**config.mk**
```make
export PLATFORM = sky130hd
export DESIGN_NAME = rotary_knob_bcd_entry
export DESIGN_NICKNAME = d
export VERILOG_FILES = /design/src/hdl/rkbe_pkg.sv /design/src/hdl/rkbe_bcd_step.sv /design/src/hdl/rkbe_press.sv /design/src/hdl/rotary_knob_bcd_entry.sv
export VERILOG_INCLUDE_DIRS = /design/src /design/src/hdl
export SDC_FILE = /design/constraint.sdc
export NUM_CORES = 1
export LEC_CHECK = 0
export BUFFER_PORTS_ARGS = -buffer_cell sky130_fd_sc_hd__buf_2
export CAP_MARGIN = 10
export CORE_MARGIN = 2
export CORE_UTILIZATION = 35
export DETAILED_ROUTE_END_ITERATION = 10
export PLACE_DENSITY = 0.5
export RECOVER_POWER = 50
export SYNTH_ARGS = -nofsm -noshare
export SYNTH_HDL_FRONTEND = slang
export SYNTH_SLANG_ARGS = --single-unit
```
**constraint.sdc**
```tcl
create_clock -name clk -period 3.8 [get_ports clk]
set_input_delay 0.19 -clock clk [delete_from_list [all_inputs] [get_ports clk]]
set_output_delay 0.19 -clock clk [all_outputs]
set_load 0.005 [all_outputs]
```
**src/hdl/rotary_knob_bcd_entry_assert.svh**
```systemverilog
// assertion macros for the knob entry block
`ifndef ROTARY_KNOB_BCD_ENTRY_ASSERT_SVH
`define ROTARY_KNOB_BCD_ENTRY_ASSERT_SVH

`ifndef ASSERT_OFF
`define RKBE_ASSERT(name, prop) \
  name: assert property (@(posedge clk) disable iff (!rst_n) (prop)) \
    else $error("rkbe assertion failed");
`define RKBE_ASSERT_NEXT(name, cond, prop) \
  name: assert property (@(posedge clk) disable iff (!rst_n) (cond) |=> (prop)) \
    else $error("rkbe assertion failed");
`else
`define RKBE_ASSERT(name, prop)
`define RKBE_ASSERT_NEXT(name, cond, prop)
`endif

`endif

```
**src/hdl/rkbe_pkg.sv**
```systemverilog
package rkbe_pkg;

  localparam logic [3:0]  MAX_DIGIT        = 4'd9;
  localparam logic [1:0]  WHOLE_POS        = 2'd3;
  localparam logic [15:0] LONG_PRESS_RESET = 16'd3000;
  localparam logic [15:0] TIMER_MAX        = 16'hFFFF;

  typedef struct packed {
    logic pin_a;
    logic pin_b;
    logic switch_level;
  } in_item_t;

  typedef struct packed {
    logic [3:0] hundreds;
    logic [3:0] tens;
    logic [3:0] ones;
    logic [1:0] edit_position;
    logic       changed;
  } out_item_t;

  typedef struct packed {
    logic [3:0] hundreds;
    logic [3:0] tens;
    logic [3:0] ones;
  } bcd_t;

  // press tracker results for one sample
  typedef struct packed {
    logic pressed;
    logic reset_done;
    logic advance;
    logic clear;
    logic release_seen;
  } press_ctl_t;

  function automatic logic [3:0] digit_step(input logic [3:0] d, input logic up);
    logic [3:0] r;
    if (up) begin
      r = (d >= MAX_DIGIT) ? 4'd0 : d + 4'd1;
    end else begin
      r = (d == 4'd0) ? MAX_DIGIT : d - 4'd1;
    end
    return r;
  endfunction

endpackage

```
**src/hdl/rkbe_bcd_step.sv**
```systemverilog
module rkbe_bcd_step (
  input  logic             step_en,
  input  logic             up,
  input  logic [1:0]       cursor,
  input  rkbe_pkg::bcd_t   digits,
  output rkbe_pkg::bcd_t   digits_nxt
);

  logic ones_wrap;
  logic tens_wrap;

  // digit rolls over to its neighbour in the stepping direction
  assign ones_wrap = up ? (digits.ones == rkbe_pkg::MAX_DIGIT) : (digits.ones == 4'd0);
  assign tens_wrap = up ? (digits.tens == rkbe_pkg::MAX_DIGIT) : (digits.tens == 4'd0);

  always_comb begin
    digits_nxt = digits;
    if (step_en) begin
      unique case (cursor)
        2'd0: digits_nxt.hundreds = rkbe_pkg::digit_step(digits.hundreds, up);
        2'd1: digits_nxt.tens     = rkbe_pkg::digit_step(digits.tens, up);
        2'd2: digits_nxt.ones     = rkbe_pkg::digit_step(digits.ones, up);
        default: begin
          // whole value with decimal carry, wraps between 0 and 999
          digits_nxt.ones = rkbe_pkg::digit_step(digits.ones, up);
          if (ones_wrap) begin
            digits_nxt.tens = rkbe_pkg::digit_step(digits.tens, up);
          end
          if (ones_wrap && tens_wrap) begin
            digits_nxt.hundreds = rkbe_pkg::digit_step(digits.hundreds, up);
          end
        end
      endcase
    end
  end

endmodule

```
**src/hdl/rkbe_press.sv**
```systemverilog
module rkbe_press (
  input  logic                 switch_level,
  input  logic                 last_switch,
  input  logic                 pressed,
  input  logic                 reset_done,
  input  logic [15:0]          press_timer,
  input  logic [15:0]          long_press_ticks,
  output logic [15:0]          press_timer_nxt,
  output rkbe_pkg::press_ctl_t ctl
);

  logic        sw_edge;
  logic        release_seen;
  logic        start;
  logic        pressed_mid;
  logic        reset_done_mid;
  logic [15:0] timer_inc;
  logic        clear;

  assign timer_inc = (pressed && press_timer != rkbe_pkg::TIMER_MAX) ?
                     press_timer + 16'd1 : press_timer;

  assign sw_edge      = switch_level != last_switch;
  assign release_seen = sw_edge && switch_level && pressed;
  // any other edge while not held starts a press
  assign start        = sw_edge && !pressed;

  assign pressed_mid     = release_seen ? 1'b0 : (start ? 1'b1 : pressed);
  assign reset_done_mid  = release_seen ? 1'b0 : reset_done;
  assign press_timer_nxt = start ? 16'd0 : timer_inc;

  assign clear = !reset_done_mid && pressed_mid && (press_timer_nxt >= long_press_ticks);

  always_comb begin
    ctl.pressed      = pressed_mid;
    ctl.reset_done   = reset_done_mid || clear;
    ctl.advance      = release_seen && !reset_done;
    ctl.clear        = clear;
    ctl.release_seen = release_seen;
  end

endmodule

```
**src/hdl/rotary_knob_bcd_entry.sv**
```systemverilog
// a result passes through the input register, then the result register;
// throughput: one item per cycle while out_stall is low, set by the single
// registered next-state pass over the knob state
// reset (rst_n low, synchronous): digits 000, edit position 3, no press,
// long press threshold 3000, both stages empty
`include "rotary_knob_bcd_entry_assert.svh"

module rotary_knob_bcd_entry (
  input  logic                clk,
  input  logic                rst_n,
  input  logic                in_valid,
  output logic                in_stall,
  input  rkbe_pkg::in_item_t  in_data,
  output logic                out_valid,
  input  logic                out_stall,
  output rkbe_pkg::out_item_t out_data,
  input  logic                cfg_we,
  input  logic [15:0]         cfg_wdata
);

  logic                in_valid_r;
  rkbe_pkg::in_item_t  in_q_r;
  logic                out_valid_r;
  rkbe_pkg::out_item_t out_q_r;
  logic [15:0]         ticks_r;

  rkbe_pkg::bcd_t      digits_r;
  rkbe_pkg::bcd_t      digits_nxt;
  rkbe_pkg::bcd_t      digits_rot;
  logic [1:0]          cursor_r;
  logic [1:0]          cursor_nxt;
  logic                last_a_r;
  logic                last_switch_r;
  logic                pressed_r;
  logic                reset_done_r;
  logic [15:0]         timer_r;
  logic [15:0]         timer_nxt;

  rkbe_pkg::press_ctl_t ctl;
  rkbe_pkg::out_item_t  out_nxt;
  logic                 adv;
  logic                 accept;
  logic                 rotate;

  assign adv      = in_valid_r && (!out_valid_r || !out_stall);
  assign in_stall = in_valid_r && !adv;
  assign accept   = in_valid && !in_stall;

  assign out_valid = out_valid_r;
  assign out_data  = out_q_r;

  // a detent only counts while the switch is not held
  assign rotate = (in_q_r.pin_a != last_a_r) && !pressed_r;

  rkbe_bcd_step u_bcd_step (
    .step_en    (rotate),
    .up         (in_q_r.pin_b != in_q_r.pin_a),
    .cursor     (cursor_r),
    .digits     (digits_r),
    .digits_nxt (digits_rot)
  );

  rkbe_press u_press (
    .switch_level     (in_q_r.switch_level),
    .last_switch      (last_switch_r),
    .pressed          (pressed_r),
    .reset_done       (reset_done_r),
    .press_timer      (timer_r),
    .long_press_ticks (ticks_r),
    .press_timer_nxt  (timer_nxt),
    .ctl              (ctl)
  );

  always_comb begin
    digits_nxt = ctl.clear ? '0 : digits_rot;
    cursor_nxt = ctl.advance ? cursor_r + 2'd1 : cursor_r;
    out_nxt.hundreds      = digits_nxt.hundreds;
    out_nxt.tens          = digits_nxt.tens;
    out_nxt.ones          = digits_nxt.ones;
    out_nxt.edit_position = cursor_nxt;
    out_nxt.changed       = rotate || ctl.release_seen || ctl.clear;
  end

  always_ff @(posedge clk) begin
    if (!rst_n) begin
      in_valid_r    <= 1'b0;
      out_valid_r   <= 1'b0;
      ticks_r       <= rkbe_pkg::LONG_PRESS_RESET;
      digits_r      <= '0;
      cursor_r      <= rkbe_pkg::WHOLE_POS;
      last_a_r      <= 1'b0;
      last_switch_r <= 1'b1;
      pressed_r     <= 1'b0;
      reset_done_r  <= 1'b0;
      timer_r       <= 16'd0;
    end else begin
      if (cfg_we) begin
        ticks_r <= cfg_wdata;
      end
      if (accept) begin
        in_valid_r <= 1'b1;
      end else if (adv) begin
        in_valid_r <= 1'b0;
      end
      if (adv) begin
        out_valid_r <= 1'b1;
      end else if (!out_stall) begin
        out_valid_r <= 1'b0;
      end
      if (adv) begin
        digits_r      <= digits_nxt;
        cursor_r      <= cursor_nxt;
        last_a_r      <= in_q_r.pin_a;
        last_switch_r <= in_q_r.switch_level;
        pressed_r     <= ctl.pressed;
        reset_done_r  <= ctl.reset_done;
        timer_r       <= timer_nxt;
      end
    end
  end

  always_ff @(posedge clk) begin
    if (accept) begin
      in_q_r <= in_data;
    end
    if (adv) begin
      out_q_r <= out_nxt;
    end
  end

  `RKBE_ASSERT(a_digits_bcd, digits_r.hundreds <= rkbe_pkg::MAX_DIGIT &&
               digits_r.tens <= rkbe_pkg::MAX_DIGIT && digits_r.ones <= rkbe_pkg::MAX_DIGIT)
  `RKBE_ASSERT(a_clear_only_held, !reset_done_r || pressed_r)
  `RKBE_ASSERT_NEXT(a_transfer_fills_out, adv, out_valid_r)

endmodule
```
* Yosys cells after proc, flatten, opt, wreduce, memory -nomap -nowiden *
Cells that the tools add are included.
W data, S select, Z words.

word-level totals
  register bits after elaboration = 70
  latch bits = 0
  bits in writable memories = 0
  ROM bits = 0
  bits of input ports = 24
  output and inout port bits = 17
  logic and storage cells = 100
  memories kept = 0

cells by class
  add/subtract/negate cells = 8
  multiply operators = 0
  divide/modulo/power cells = 0
  magnitude comparators = 4
  eq/ne operators = 9
  shift-type cells = 0
  mux-type cells = 28
  bitwise gates (word level) = 0
  reduce and logical (&&, ||, !) cells = 31

operator list
  cell                     count
  $mux W4                  12
  $mux W16                 2
  $mux W12                 2
  $add A16 B1 Y16 const B  1
  $ge A16 B16 Y1           1
  $ne A16 B16 Y1 const B   1
  $pmux W4 S2              2
  $add A4 B1 Y4 const B    3
  $ge A4 B4 Y1 const B     3
  $logic_and A1 B1 Y1      12
  $logic_not A4 Y1         3
  $sub A4 B1 Y4 const B    3
  $mux W1                  9
  $eq A4 B4 Y1 const B     2
  $logic_not A1 Y1         7
  $reduce_or A2 Y1         3
  $logic_or A1 B1 Y1       4
  $ne A1 B1 Y1             3
  $add A2 B1 Y2 const B    1
  $eq A2 B1 Y1 const B     1
  $eq A2 B2 Y1 const B     1
  $logic_not A2 Y1         1
  $mux W2                  1
  $ne A2 B1 Y1 const B     1
  $reduce_bool A2 Y1       1

* Logic depth before layout (Yosys ltp) *
Gate-level depths: netlist (run 1).

  depth after elaboration = 8
  gate-level depth with buffers = 15

* Hierarchy *
A second synthesis (run 1) with hierarchy kept.

unflattened totals
  cell total of the unflattened synthesis = 518
  area total of the unflattened synthesis = 4526.8 um^2

modules (own cells, without submodules)
  module                 times used  cells each  area an instance (um^2)  seq. area each (um^2)
  rotary_knob_bcd_entry  1           245         2586.2                   1581.5
  rkbe_press             1           147         1018.5                   0.0
  rkbe_bcd_step          1           126         922.1                    0.0

* Worst setup path before layout (run 1) *
Ideal clock, no wire load.

  path type = reg2reg
  start point = register timer_r[7]
  end point = register out_q_r (netlist bit out_data[0]) (data pin)
  data arrival time = 2912 ps
  path slack = 627 ps
  stages on the path, launching flop included = 15
  clock period less this slack = 3173 ps
  cells stage by stage = dfxtp_1 -> buf_2 -> and4_1 -> nand3_1 -> o211ai_1 -> xor2_1 -> nor2_1 -> ha_1 -> a2111oi_0 -> o21ai_0 -> a221oi_1 -> o31a_1 -> o21ai_2 -> clkbuf_8 -> nand3b_1

RTL lines
  element                   RTL line                      text
  start: declaration        rotary_knob_bcd_entry.sv:36   logic [15:0] timer_r;
  start signal: assignment  rotary_knob_bcd_entry.sv:117  timer_r <= timer_nxt;
  end signal: assignment    rotary_knob_bcd_entry.sv:127  out_q_r <= out_nxt;
  end: declaration          rotary_knob_bcd_entry.sv:24   rkbe_pkg::out_item_t out_q_r;

* Final worst setup path (run 1) *
  start point = register timer_r[0]
  end point = register digits_r[0] (netlist bit)

between the ends
  longest elaborated chain between the ends = 7

ends and longest elaborated chain
  element                                                                  RTL line                      text
  parallel branches: the longest is 2 deep, another holds $add A16 B1 Y16  -
  $mux W16 *                                                               rkbe_press.sv:20              assign timer_inc = (pressed && press_timer != rkbe_pkg::TIMER_MAX) ?
  $mux W16 *                                                               rkbe_press.sv:30              assign press_timer_nxt = start ? 16'd0 : timer_inc;
  named net timer_nxt[2]                                                   rotary_knob_bcd_entry.sv:37   logic [15:0] timer_nxt;
  $ge A16 B16 Y1 *                                                         rkbe_press.sv:32              assign clear = !reset_done_mid && pressed_mid && (press_timer_nxt >= long_press_ticks);
  $logic_and A1 B1 Y1 *                                                    rkbe_press.sv:32
  $mux W12 *                                                               rotary_knob_bcd_entry.sv:75   digits_nxt = ctl.clear ? '0 : digits_rot;
  end signal: assignment                                                   rotary_knob_bcd_entry.sv:111  digits_r <= digits_nxt;
  end: declaration                                                         rotary_knob_bcd_entry.sv:27   rkbe_pkg::bcd_t digits_r;

Mark *: on every way through the listed nets, which the timed path passes.
A chain may end at the register's enable or synchronous reset.

==> summary.md, run 1 <==
| Metric | Value |
|---|---|
| Hold Crit Class | in -> reg |
| Worst rel slew slack | about 5% |
| Max Cap Viol | 0 |
| Routed Wire Length | approximately 12 mm |
| DR WL/cell | 15.11 um |
| GPL Wtd Cong | 0.8583 |
| Unrepaired setup endpoints after global routing | false |
| Final ANT Viol Nets | 0 |
| Fill count | around 1400 |
| First-pass GRT wire length | between 15 and 20 mm |
| GRT Resource Usage Total | between 10% and 20% |
| Hold buffer count at CTS | 0 |
| DRC violations left | 0 |
| Synthesis-to-finish area growth | 13.43% |
| Die Y-Extent | between 100 and 150 um |
| DR iter-0 viols | between 200 and 250 |
| Combinational share of power | between 10% and 20% |
| Port buffer count | 40 |
| Synthesized Nets | approximately 600 |
| Vias in the first global route | between 3000 and 4000 |
| Die width | 118.6 um |
| Internal power | around 0.0014 W |
| Largest net degree at the start of global routing | 31 |
| CTS root buf | clkbuf_16 |
| Min-delay src | in_data[0] |
| FF-to-FF Start | timer_r[0]$_SDFFE_PN0P_ |
| #FFs+latches synth | 70 |
| Hold endpoint | in_q_r[0]$_DFFE_PP_ |
| Share of post-route cells with drive strength above 1 | 13.13% |
| Detailed placement HPWL | roughly 8.2 mm |
| Max Slew Vio Count | 0 |
| H-tree Lvls | 3 |
| Max FO, Critical Path | 12 |
| Mapped cell area | roughly 4600 sq um |
| Hold path depth | 1 |
| Final Hold Viols | 0 |
| Largest family of logic cells by synthesized area | simple AND/OR/NAND/NOR gates |
| Post-synthesis adder-cell area fraction | under 10% |
| Initial core utilization | a little over a third |
| Number of synthesized flops with an enable pin | 18 |
| Simple-gate share of the synthesized area | between 20% and 30% |
| Synth cell types | 73 |
| # diodes | 0 |
| Setup crit start kind | register |
| CTS tree | built |
| Leakage | 2.073 nW |
| Area of the die | between 10000 and 15000 sq um |
| Avg Inst Size Synth | 8.248 sq um |
| Sequential share of power | a little over two fifths |
| Sw frac | between 20% and 30% |
| Total I/O pin count | 41 |
| Cells after Synth | 557 |
| Max VDD drop | between 0.2 and 0.25 mV |
| Peak Freq | roughly 0.28 GHz |
| Tcrit/Tclk final | between 90% and 100% |
| Yosys Warn Count | 0 |
| Reg-to-reg endpoint | digits_r[0]$_SDFFE_PN0P_ |
| Vias | 4168 |
| Crit path required time | just over 4 ns |
| Initial antenna violation count | 0 |
| Cts bufs inserted | 9 |
| GRT overflow | 0 |
| Xor-xnor portion of the synthesized cell area | 3.622% |
| Top FF cell, synth | dfxtp_1 |
| R2R depth | 15 |
| Synth async-reset ratio | 0% |
| Outcome | completed |
| Worst hold slack | 0.01894 ns |
| Crit path kind | reg -> reg |
| Clk sinks | 70 |
| Rows | 41 |
| Final setup violation count | 0 |
| Max Clock Skew | 0.004086 ns |
| Worst path arrival time | between 3 and 4 ns |
| Clock Power Share | 41.9% |
| CTS clk-pin slew, worst paths | roughly 0.060 ns |
| Mux contribution to synthesized area | 3.595% |
| Clock latency at the later pin of the worst-skew pair | between 0.3 and 0.4 ns |
| Nets | 643 |
| Register area share after synthesis | about a third |
| CORE AREA | between 10000 and 15000 sq um |
| CP endpoint kind | register |
| Switching power | between 0.0005 and 0.0006 W |
| Routed vias/inst | around 5.4 |
| CTS Buffer Depth | 2 |
| Shortest period the worst path allows | between 3 and 4 ns |
| Fin Setup TNS | 0 ns |
| Least-Margin Pin Slew | about 1.4 ns |
| R2R Setup Slk | 0.20 ns |
| Complex-gate fraction of the synthesized area | 20.83% |
| Pre-Repair DR Iteration Count | 4 |
| Pwr/cell area | between 300 and 400 nW/um^2 |
-- through the flow --
stage                     utilization, %  setup WS [ns]  area (sq um)  power [W]  instances
after CTS                          40.84        0.01454          5196   0.001966        765
after floorplan                        -         0.6267          4594   0.001055        557
final                              40.96         0.2013          5211   0.001936        766
after global routing               40.96      0.0005782          5211   0.002037        766
after global placement             38.58         0.2125          4908   0.001138        749
after detailed placement           38.58        0.01502          4908   0.001140        749
-- critical path, stage by stage (launching register included) --
cell and delay [ns]:
dfxtp_1 0.41, ha_1 0.24, and3_1 0.22, nand2_1 0.10
o21a_2 0.28, nand2_1 0.11, xor2_1 0.15, nor2_1 0.06
ha_1 0.17, a2111oi_0 0.35, o21ai_0 0.19, a221oi_2 0.38
o31a_1 0.25, o21ai_4 0.14, buf_4 0.21, o31ai_1 0.26
-- state kept, by name, summed over array words and instances (netlist names) --
signal	count
reset_done_r	1
pressed_r	1
cursor_r	2
in_q_r	3
timer_r	16
ticks_r	16
last_switch_r	1
out_data	15
digits_r	12
out_valid	1
in_valid_r	1
last_a_r	1
-- kinds of logic (layout without fill, tap and decap cells) --
| logic type | count (synthesis) | after routing |
|---|---|---|
| xor+xnor | 19 | 19 |
| mux | 16 | 16 |
| compound gates | 148 | 148 |
| flops | 70 | 70 |
| fa+ha+maj | 30 | 30 |
| simple gates | 206 | 206 |
| buf+inv | 68 | 105 |
-- routing by layer --
metal | wire length, um | part of all wire (%) | global-route usage, %
met5 | 0 | 0 | 0
met4 | 233 | 2.0 | 6.845
met3 | 641 | 5.5 | 3.668
met2 | 5117 | 44 | 24.60
met1 | 5579 | 48 | 24.00
-- worst max path at each step --
stage	start	slack, ns	cells after the start	to
after floorplan	timer_r[7]$_SDFFE_PN0P_	0.63	14	out_data[0]$_DFFE_PP_
after global placement	timer_r[0]$_SDFFE_PN0P_	0.21	15	digits_r[2]$_SDFFE_PN0P_
after detailed placement	timer_r[0]$_SDFFE_PN0P_	0.02	14	digits_r[0]$_SDFFE_PN0P_
after CTS	timer_r[0]$_SDFFE_PN0P_	0.01	15	digits_r[0]$_SDFFE_PN0P_
after global routing	timer_r[0]$_SDFFE_PN0P_	0.0006	15	digits_r[10]$_SDFFE_PN0P_
final	timer_r[0]$_SDFFE_PN0P_	0.20	15	digits_r[0]$_SDFFE_PN0P_
-- power by group through the flow --
stage          clock [W]  sequential, W  combinational, W
3_3_place_gp           0       0.000839          0.000299
3_5_place_dp           0       0.000840          0.000300
5_1_grt         0.000873       0.000829          0.000336
4_1_cts         0.000840       0.000824          0.000301
6_report        0.000811       0.000825          0.000300
2_1_floorplan          0       0.000831          0.000224
-- timing repair --
| action | in CTS | in global routing |
|---|---|---|
| buffers inserted | 0 | 1 |
| gates resized for setup | 0 | 6 |
| setup endpoints to repair | 0 | 17 |
-- area by class of cell --
type	count	area, sq um	area share (%)
multi-input combinational	419	2709	51.98
sequential	70	1583	30.37
timing repair buffer	54	285.3	5.474
clock buffer	13	270.3	5.186
tap	172	215.2	4.130
inverter	35	131.4	2.521
clock inverter	3	17.52	0.3361
-- layout by cell type (no fill, tap or decap), types with 3 or more instances in the layout --
| master | Yosys | final |
|---|---|---|
| o21ai_0 | 33 | 33 |
| dfxtp_1 | 52 | 51 |
| nor3_1 | 12 | 12 |
| or3_1 | 6 | 6 |
| clkbuf_16 | 0 | 9 |
| nand4_1 | 9 | 9 |
| mux2i_1 | 14 | 14 |
| o31ai_1 | 8 | 8 |
| nor4_1 | 3 | 3 |
| inv_1 | 35 | 35 |
| clkbuf_1 | 17 | 9 |
| nand2_1 | 45 | 45 |
| edfxtp_1 | 18 | 18 |
| and4_1 | 3 | 3 |
| nor2_1 | 68 | 68 |
| nor3b_1 | 3 | 3 |
| buf_4 | 0 | 11 |
| and3_1 | 8 | 8 |
| o22ai_1 | 5 | 5 |
| a21oi_1 | 43 | 43 |
| ha_1 | 30 | 30 |
| or4_1 | 5 | 5 |
| a22oi_1 | 6 | 6 |
| xnor2_1 | 6 | 6 |
| o21a_1 | 4 | 3 |
| xor2_1 | 13 | 13 |
| nand3_1 | 24 | 23 |
| o211ai_1 | 14 | 14 |
| clkbuf_8 | 6 | 3 |
| a31oi_1 | 5 | 5 |
| buf_2 | 5 | 32 |
| o31a_1 | 3 | 3 |
-- Yosys cell counts, types with 6 or more instances --
cell type | n | share of area (%)
and3_1 | 8 | 1.1
inv_1 | 35 | 2.9
o21ai_0 | 33 | 3.6
nand4_1 | 9 | 1.2
nand2_1 | 45 | 3.7
a22oi_1 | 6 | 0.98
a21oi_1 | 43 | 4.7
mux2i_1 | 14 | 3.1
or3_1 | 6 | 0.82
edfxtp_1 | 18 | 12
xnor2_1 | 6 | 1.1
nand3_1 | 24 | 2.6
dfxtp_1 | 52 | 23
ha_1 | 30 | 8.2
clkbuf_1 | 17 | 1.4
xor2_1 | 13 | 2.5
nor2_1 | 68 | 5.6
o31ai_1 | 8 | 1.3
clkbuf_8 | 6 | 1.8
nor3_1 | 12 | 1.3
o211ai_1 | 14 | 2.3
Power figures use the tool's default switching activity.
==> run 2: changes to the inputs <==
--- a/config.mk
+++ b/config.mk
@@ -11,7 +11,8 @@
 export CORE_MARGIN = 2
 export CORE_UTILIZATION = 35
 export DETAILED_ROUTE_END_ITERATION = 10
-export PLACE_DENSITY = 0.5
+export MAX_ROUTING_LAYER = met4
+export PLACE_DENSITY = 0.63
 export RECOVER_POWER = 50
 export SYNTH_ARGS = -nofsm -noshare
 export SYNTH_HDL_FRONTEND = slang
==> run 2 against run 1 <==
The flow now finishes with violations (max-capacitance violations, max-slew violations). Clock power is 11% higher. Sequential cell count stayed put. Highest routed layer unchanged. Power increased by 4.7%. Register-to-register slack better by 0.07 ns. Cell count grew 1.6%. Combinational power grew 2%. Via count increased by 1.6%. Sequential share of layout area decreased by 0.78 points. Critical endpoint is now out_data[12]$_DFFE_PP_.
==> summary.md, run 2 (synthesized netlist as in run 1, its figures left out) <==
| Metric | Value |
|---|---|
| Routed vias/inst | 5.443 (about the same) |
| Violated checks | max-capacitance violations, max-slew violations |
| CP endpoint kind | register |
| Final ANT Viol Nets | 0 (unchanged) |
| Share of post-route cells with drive strength above 1 | 14.69% (+1.6 points) |
| Area of the die | 14060 sq um (unchanged) |
| # diodes | 0 (unchanged) |
| Max Slew Vio Count | 30 (+30) |
| Shortest period the worst path allows | 3.532 ns (-0.06630 ns) |
| Setup WS pre-CTS | -0.02385 ns (-0.03887 ns) |
| GRT Resource Usage Total | 18.00% (+1.1 points) |
| CTS Buffer Depth | 2 (unchanged) |
| DRC violations left | 0 (unchanged) |
| Worst path arrival time | 3.68 ns (-0.17 ns) |
| Crit path required time | 3.95 ns (-0.10 ns) |
| GPL Wtd Cong | 0.8954 (+4.3%) |
| Synthesis-to-finish area growth | 16.42% |
| Max Cap Viol | 1 (+1) |
| R2R depth | 15 (unchanged) |
| Pwr/cell area | 378.9 nW/um^2 (+2.0%) |
| Detailed placement HPWL | 8.206 mm (+0.35%) |
| CORE AREA | 12720 sq um (unchanged) |
| Worst hold slack | 0.02150 ns (+0.002555 ns) |
| Die width | 118.6 um (unchanged) |
| Switching power | 0.0005433 W (+1.6%) |
| Vias | 4235 (+1.6%) |
| Largest net degree at the start of global routing | 36 (+16%) |
| Hold endpoint | in_q_r[1]$_DFFE_PP_ |
| Initial antenna violation count | 0 (unchanged) |
| Clock Power Share | 44.2% (+2.3 points) |
| Sw frac | 26.80% (-0.82 points) |
| Combinational share of power | 15.2% (-0.3 points) |
| First-pass GRT wire length | 19.94 mm (+4.8%) |
| Delay-heaviest family, CP | compound AO/OA/AOI/OAI gates |
| Least-Margin Pin Slew | 1.567 ns (+0.1441 ns) |
| Port buffer count | 40 (unchanged) |
| Routed Wire Length | 11.72 mm (+1.3%) |
| CTS root buf | clkbuf_16 |
| Worst path buffer plus inverter count | 1 (unchanged) |
| Total I/O pin count | 41 (unchanged) |
| Die Y-Extent | 118.6 um (unchanged) |
| Cts bufs inserted | 9 (unchanged) |
| Internal power | 0.001484 W (+5.9%) |
| Final Hold Viols | 0 (unchanged) |
| Final setup violation count | 0 (unchanged) |
| Min-delay src | in_data[1] |
| Initial core utilization | 36.11% (unchanged) |
| Worst rel slew slack | -4.463% (-9.6 points) |
| Cell Chain, Critical Path | ha_1, and3_4, nand2_1, o21a_1, nand2_1, xor2_1, nor2_1, ha_1, a2111oi_1, o21ai_1, a221oi_2, buf_4, o31a_1, o21ai_4, nor3_1 |
| Rows | 41 (unchanged) |
| H-tree Lvls | 3 (unchanged) |
| Hold Crit Class | in -> reg |
| Hold path depth | 1 (unchanged) |
| Max VDD drop | 0.2217 mV (+7.1%) |
| R2R Setup Slk | 0.27 ns (+0.07 ns) |
| CTS clk-pin slew, worst paths | 0.06 ns (about the same) |
| Peak Freq | 0.2831 GHz (+1.9%) |
| Sequential share of power | 40.6% (-2.0 points) |
| Crit path kind | reg -> reg |
| Nets | 655 (+1.9%) |
| Leakage | 2.152 nW (+3.8%) |
| Commonest non-fill, non-tap cell in the layout | nor2_1 |
| Max Clock Skew | 0.004607 ns (+0.0005210 ns) |
| Vias in the first global route | 4154 (+12%) |
| Setup crit start kind | register |
| Most frequent cells in the layout | 68 x nor2_1, 51 x dfxtp_1, 45 x nand2_1 |
| Max incr delay on CP | 0.38 ns (-0.03 ns) |
| PnR worst setup slack | 0.2676 ns (+0.06630 ns) |
| Slowest CP cell | a2111oi_1 |
| CTS tree | built |
| Outcome | finished with violations |
| Clock latency at the later pin of the worst-skew pair | 0.35 ns (about the same) |
| Tcrit/Tclk final | 92.96% (-1.7 points) |
| Fill count | 1318 (-2.7%) |
| DR iter-0 viols | 327 (+33%) |
| Reg-to-reg endpoint | out_data[12]$_DFFE_PP_ |
| DR WL/cell | 15.07 um (-0.26%) |
| Pre-Repair DR Iteration Count | 5 (+1) |
| GRT overflow | 0 (unchanged) |
| Max FO, Critical Path | 11 (-1) |
| FF-to-FF Start | timer_r[1]$_SDFFE_PN0P_ |
| Clk sinks | 70 (unchanged) |
[run 2: cell count changes in the layout (fill, tap and decap cells not counted), moves of 2 or more]
cell,delta
buf_4,+11
clkbuf_1,+3
buf_1,-2
clkbuf_16,+2
[run 2: how the worst max path moves through the flow]
stage	from	to	slack (ns)	depth (start not counted)
after floorplan	timer_r[7]$_SDFFE_PN0P_	out_data[0]$_DFFE_PP_	0.63	14
after global placement	timer_r[8]$_SDFFE_PN0P_	out_data[0]$_DFFE_PP_	0.08	13
after detailed placement	timer_r[8]$_SDFFE_PN0P_	out_data[3]$_DFFE_PP_	-0.02	15
after CTS	timer_r[8]$_SDFFE_PN0P_	digits_r[9]$_SDFFE_PN0P_	0.03	13
after global routing	timer_r[8]$_SDFFE_PN0P_	digits_r[7]$_SDFFE_PN0P_	-0.0007	14
final	timer_r[1]$_SDFFE_PN0P_	out_data[12]$_DFFE_PP_	0.27	15
[run 2: timing repair]
| item | 4_1_cts | 5_1_grt |
|---|---|---|
| endpoints found under the setup margin | 10 | 25 |
| buffers inserted | 0 | 5 |
| gates resized for setup | 1 | 9 |
| pin swaps | 0 | 3 |
| hold buffers | 0 | 0 |
[run 2: worst register-to-register path, cell delays in order, from the launching register on]
cell       delay, ns
dfxtp_1         0.37
ha_1            0.19
and3_4          0.21
nand2_1         0.09
o21a_1          0.27
nand2_1         0.12
xor2_1          0.15
nor2_1          0.07
ha_1            0.19
a2111oi_1       0.38
o21ai_1         0.16
a221oi_2        0.31
buf_4           0.16
o31a_1          0.21
o21ai_4         0.14
nor3_1          0.31
[run 2: power groups by stage]
stage / Clock, W / Combinational, W / Sequential, W
2_1_floorplan: 0 / 0.000224 / 0.000831
3_3_place_gp: 0 / 0.000298 / 0.000837
3_5_place_dp: 0 / 0.000304 / 0.000838
4_1_cts: 0.000916 / 0.000307 / 0.000823
5_1_grt: 0.000946 / 0.000344 / 0.000827
6_report: 0.000897 / 0.000307 / 0.000823
[run 2: cell type report]
cell class | instances | area (sq um) | area share (%)
clock buffer | 15 | 320.3 | 5.988
clock inverter | 1 | 5.005 | 0.09357
inverter | 35 | 131.4 | 2.456
multi-input combinational | 419 | 2723 | 50.90
sequential | 70 | 1583 | 29.59
tap | 172 | 215.2 | 4.023
timing repair buffer | 66 | 371.6 | 6.947
[run 2: metrics by stage]
step / setup TNS (ns) / cell area [sq um] / util [%] / instances / total power, W
floorplan: 0 / 4594 / - / 557 / 0.001055
global placement: 0 / 4969 / 39.05 / 757 / 0.001135
detailed placement: -0.1695 / 4969 / 39.05 / 757 / 0.001142
CTS: 0 / 5301 / 41.67 / 773 / 0.002046
global route: -0.0007025 / 5349 / 42.04 / 778 / 0.002117
finish: 0 / 5349 / 42.04 / 778 / 0.002027
[run 2: routing by layer]
layer	vias up	share of wire (%)	GRT usage, %
met2	93	49	29.06
met3	13	4.2	3.958
met4	0	1.4	6.176
li1	2108	-	-
met1	2021	45	22.24
met5	-	0	-
==> run 3: changes to the inputs <==
--- a/config.mk
+++ b/config.mk
@@ -9,10 +9,10 @@
 export BUFFER_PORTS_ARGS = -buffer_cell sky130_fd_sc_hd__buf_2
 export CAP_MARGIN = 10
 export CORE_MARGIN = 2
-export CORE_UTILIZATION = 35
+export CORE_UTILIZATION = 50
 export DETAILED_ROUTE_END_ITERATION = 10
 export MAX_ROUTING_LAYER = met4
-export PLACE_DENSITY = 0.63
+export PLACE_DENSITY = 0.8
 export RECOVER_POWER = 50
 export SYNTH_ARGS = -nofsm -noshare
 export SYNTH_HDL_FRONTEND = slang
==> run 3 against run 2 <==
The flow still finishes with violations (max-capacitance violations, max-slew violations). Die area decreased by 29%. Register-to-register slack got worse by 0.03 ns. Core utilization increased by 15 points. Cell area decreased by 6.9%. Global-route usage increased by 4.4 points. Sequential power about the same. Non-clock buffer count decreased by 15. Via count decreased by 0.19%. Worst setup slack got worse by 0.029 ns. Power decreased by 19%. Critical path type unchanged.
==> summary.md, run 3 (synthesized netlist as in run 1, its figures left out) <==
| Metric | Value |
|---|---|
| CTS clk-pin slew, worst paths | 0.07 ns (about the same) |
| Vias in the first global route | 3929 (-5.4%) |
| # diodes | 0 (unchanged) |
| Placement Cell Area | 4806 sq um (-3.3%) |
| Max Slew Vio Count | 33 (+10%) |
| Largest net degree at the start of global routing | 33 (-8.3%) |
| Crit path required time | 3.87 ns (-0.08 ns) |
| Sw frac | 29.66% (+2.9 points) |
| Internal power | 0.001151 W (-22%) |
| Routed vias/inst | 6.056 (+11%) |
| Cts bufs inserted | 9 (unchanged) |
| R2R depth | 12 (-3) |
| Hold buffer count at CTS | 0 (unchanged) |
| Clk sinks | 70 (unchanged) |
| Switching power | 0.0004854 W (-11%) |
| Leakage | 2.001 nW (-7.0%) |
| DR iter-0 viols | 230 (-30%) |
| Combinational share of power | 18.1% (+2.9 points) |
| Peak Freq | 0.2807 GHz (-0.83%) |
| Violated checks | max-capacitance violations, max-slew violations |
| GPL Wtd Cong | 0.9762 (+9.0%) |
| Final ANT Viol Nets | 0 (unchanged) |
| Fill count | 792 (-40%) |
| Max Clock Skew | 0.01257 ns (+0.007963 ns) |
| Clock Power Share | 31.5% (-13 points) |
| Pre-Repair DR Iteration Count | 5 (unchanged) |
| Least-Margin Pin Slew | 1.623 ns (+0.05578 ns) |
| Pwr/cell area | 328.7 nW/um^2 (-13%) |
| FF-to-FF Start | timer_r[11]$_SDFFE_PN0P_ |
| Worst path arrival time | 3.64 ns (-0.04 ns) |
| CTS root buf | clkbuf_8 |
| Power Total | 0.001637 W (-19%) |
| CP endpoint kind | register |
| Hold Crit Class | in -> reg |
| Final Hold Viols | 0 (unchanged) |
| Register area | 1583 sq um (unchanged) |
| Detailed placement HPWL | 7.476 mm (-8.9%) |
| Synthesis-to-finish area growth | 8.388% |
| Routed Wire Length | 10.97 mm (-6.4%) |
| First-pass GRT wire length | 17.82 mm (-11%) |
| Final setup violation count | 0 (unchanged) |
| Die Y-Extent | 99.86 um (-16%) |
| Nets | 641 (-2.1%) |
| Vias | 4227 (-0.19%) |
| DRC violations left | 0 (unchanged) |
| Port buffer count | 40 (unchanged) |
| Worst Setup SP | timer_r[11]$_SDFFE_PN0P_ |
| R2R Setup Slk | 0.24 ns (-0.03 ns) |
| Clock latency at the later pin of the worst-skew pair | 0.35 ns (about the same) |
| GRT Resource Usage Total | 22.43% (+4.4 points) |
| Max Cap Viol | 1 (unchanged) |
| Die width | 99.86 um (-16%) |
| Max FO, Critical Path | 11 (unchanged) |
| Sequential share of power | 50.3% (+9.7 points) |
| GRT overflow | 0 (unchanged) |
| DR WL/cell | 15.71 um (+4.3%) |
| CORE AREA | 8806 sq um (-31%) |
| Outcome | finished with violations |
| Crit path capture | out_data[9]$_DFFE_PP_ |
| Shortest period the worst path allows | 3.562 ns (+0.02949 ns) |
| Initial antenna violation count | 0 (unchanged) |
| Worst rel slew slack | -8.181% (-3.7 points) |
| Max VDD drop | 0.1953 mV (-12%) |
| Initial core utilization | 52.17% (+16 points) |
| Tcrit/Tclk final | 93.73% (+0.78 points) |
| CTS Buffer Depth | 2 (unchanged) |
| Crit path kind | reg -> reg |
| CTS tree | built |
| Commonest non-fill, non-tap cell in the layout | nor2_1 |
| Design Area, Final | 4980 sq um (-6.9%) |
| Rows | 34 (-17%) |
| H-tree Lvls | 3 (unchanged) |
| Reg-to-reg endpoint | out_data[9]$_DFFE_PP_ |
| Setup crit start kind | register |
| Area of the die | 9972 sq um (-29%) |
| Share of post-route cells with drive strength above 1 | 12.20% (-2.5 points) |
| Total I/O pin count | 41 (unchanged) |
| Most frequent cells in the layout | 68 x nor2_1, 51 x dfxtp_1, 45 x nand2_1 |
| Multi-input logic area | 2710 sq um (-0.46%) |
-- run 3: per-stage QoR --
| step | setup WS [ns] | utilization, % | setup TNS, ns | cells | hold WS [ns] |
|---|---|---|---|---|---|
| after floorplan | 0.6267 | - | 0 | 557 | 0.2889 |
| after global placement | 0.1758 | 54.58 | 0 | 682 | 0.3679 |
| after detailed placement | 0.05165 | 54.58 | 0 | 682 | 0.3691 |
| after CTS | 0.03680 | 56.34 | 0 | 696 | 0.006960 |
| after global routing | -0.01320 | 56.55 | -0.02436 | 698 | 0.01324 |
| final | 0.2381 | 56.55 | 0 | 698 | 0.01529 |
-- run 3: final cells by class --
cell class / instances / share of cell area, %
well taps: 108 / 2.714
multi-input cells: 420 / 54.42
repair buffers: 51 / 5.327
clock buffers: 12 / 2.915
clock inverters: 2 / 0.2010
inverters: 35 / 2.638
flip-flops and latches: 70 / 31.78
-- run 3: how the worst min path moves through the flow --
stage	slack (ns)	start	endpoint	depth (start not counted)
2_1_floorplan	0.29	in_data[0]	in_q_r[0]$_DFFE_PP_	0
3_3_place_gp	0.37	in_data[0]	in_q_r[0]$_DFFE_PP_	1
3_5_place_dp	0.37	in_data[2]	in_q_r[2]$_DFFE_PP_	1
4_1_cts	0.007	in_data[2]	in_q_r[2]$_DFFE_PP_	1
5_1_grt	0.01	in_data[1]	in_q_r[1]$_DFFE_PP_	1
6_report	0.02	in_data[2]	in_q_r[2]$_DFFE_PP_	1
-- run 3: power by group through the flow --
stage	Sequential, W	Clock [W]	Combinational [W]
floorplan	0.000831	0	0.000224
global placement	0.000838	0	0.000283
detailed placement	0.000840	0	0.000290
CTS	0.000823	0.000525	0.000292
global route	0.000828	0.000559	0.000329
finish	0.000824	0.000516	0.000297
-- run 3: worst max-delay path, stage by stage (launching register included) --
cell,delay (ns)
dfxtp_1,0.43
and4_1,0.27
nand3_1,0.20
o2111ai_1,0.48
nor2_1,0.10
xnor2_1,0.18
nor2_1,0.06
ha_1,0.31
nand4_1,0.18
o31a_1,0.32
buf_4,0.16
o21ai_2,0.50
nor2_1,0.11
-- run 3: what timing repair did --
item                       CTS  global route
setup endpoints to repair    0            23
gates resized for setup      0             7
buffers inserted             0             1
-- run 3: routing by layer --
layer  up-vias  track usage (%)  share of wire (%)
met5         -                -                  0
met3        22            3.552                5.2
met2       147            36.38                 46
met4         0            8.430                2.2
met1      1982            28.35                 46
li1       2076                -                  -
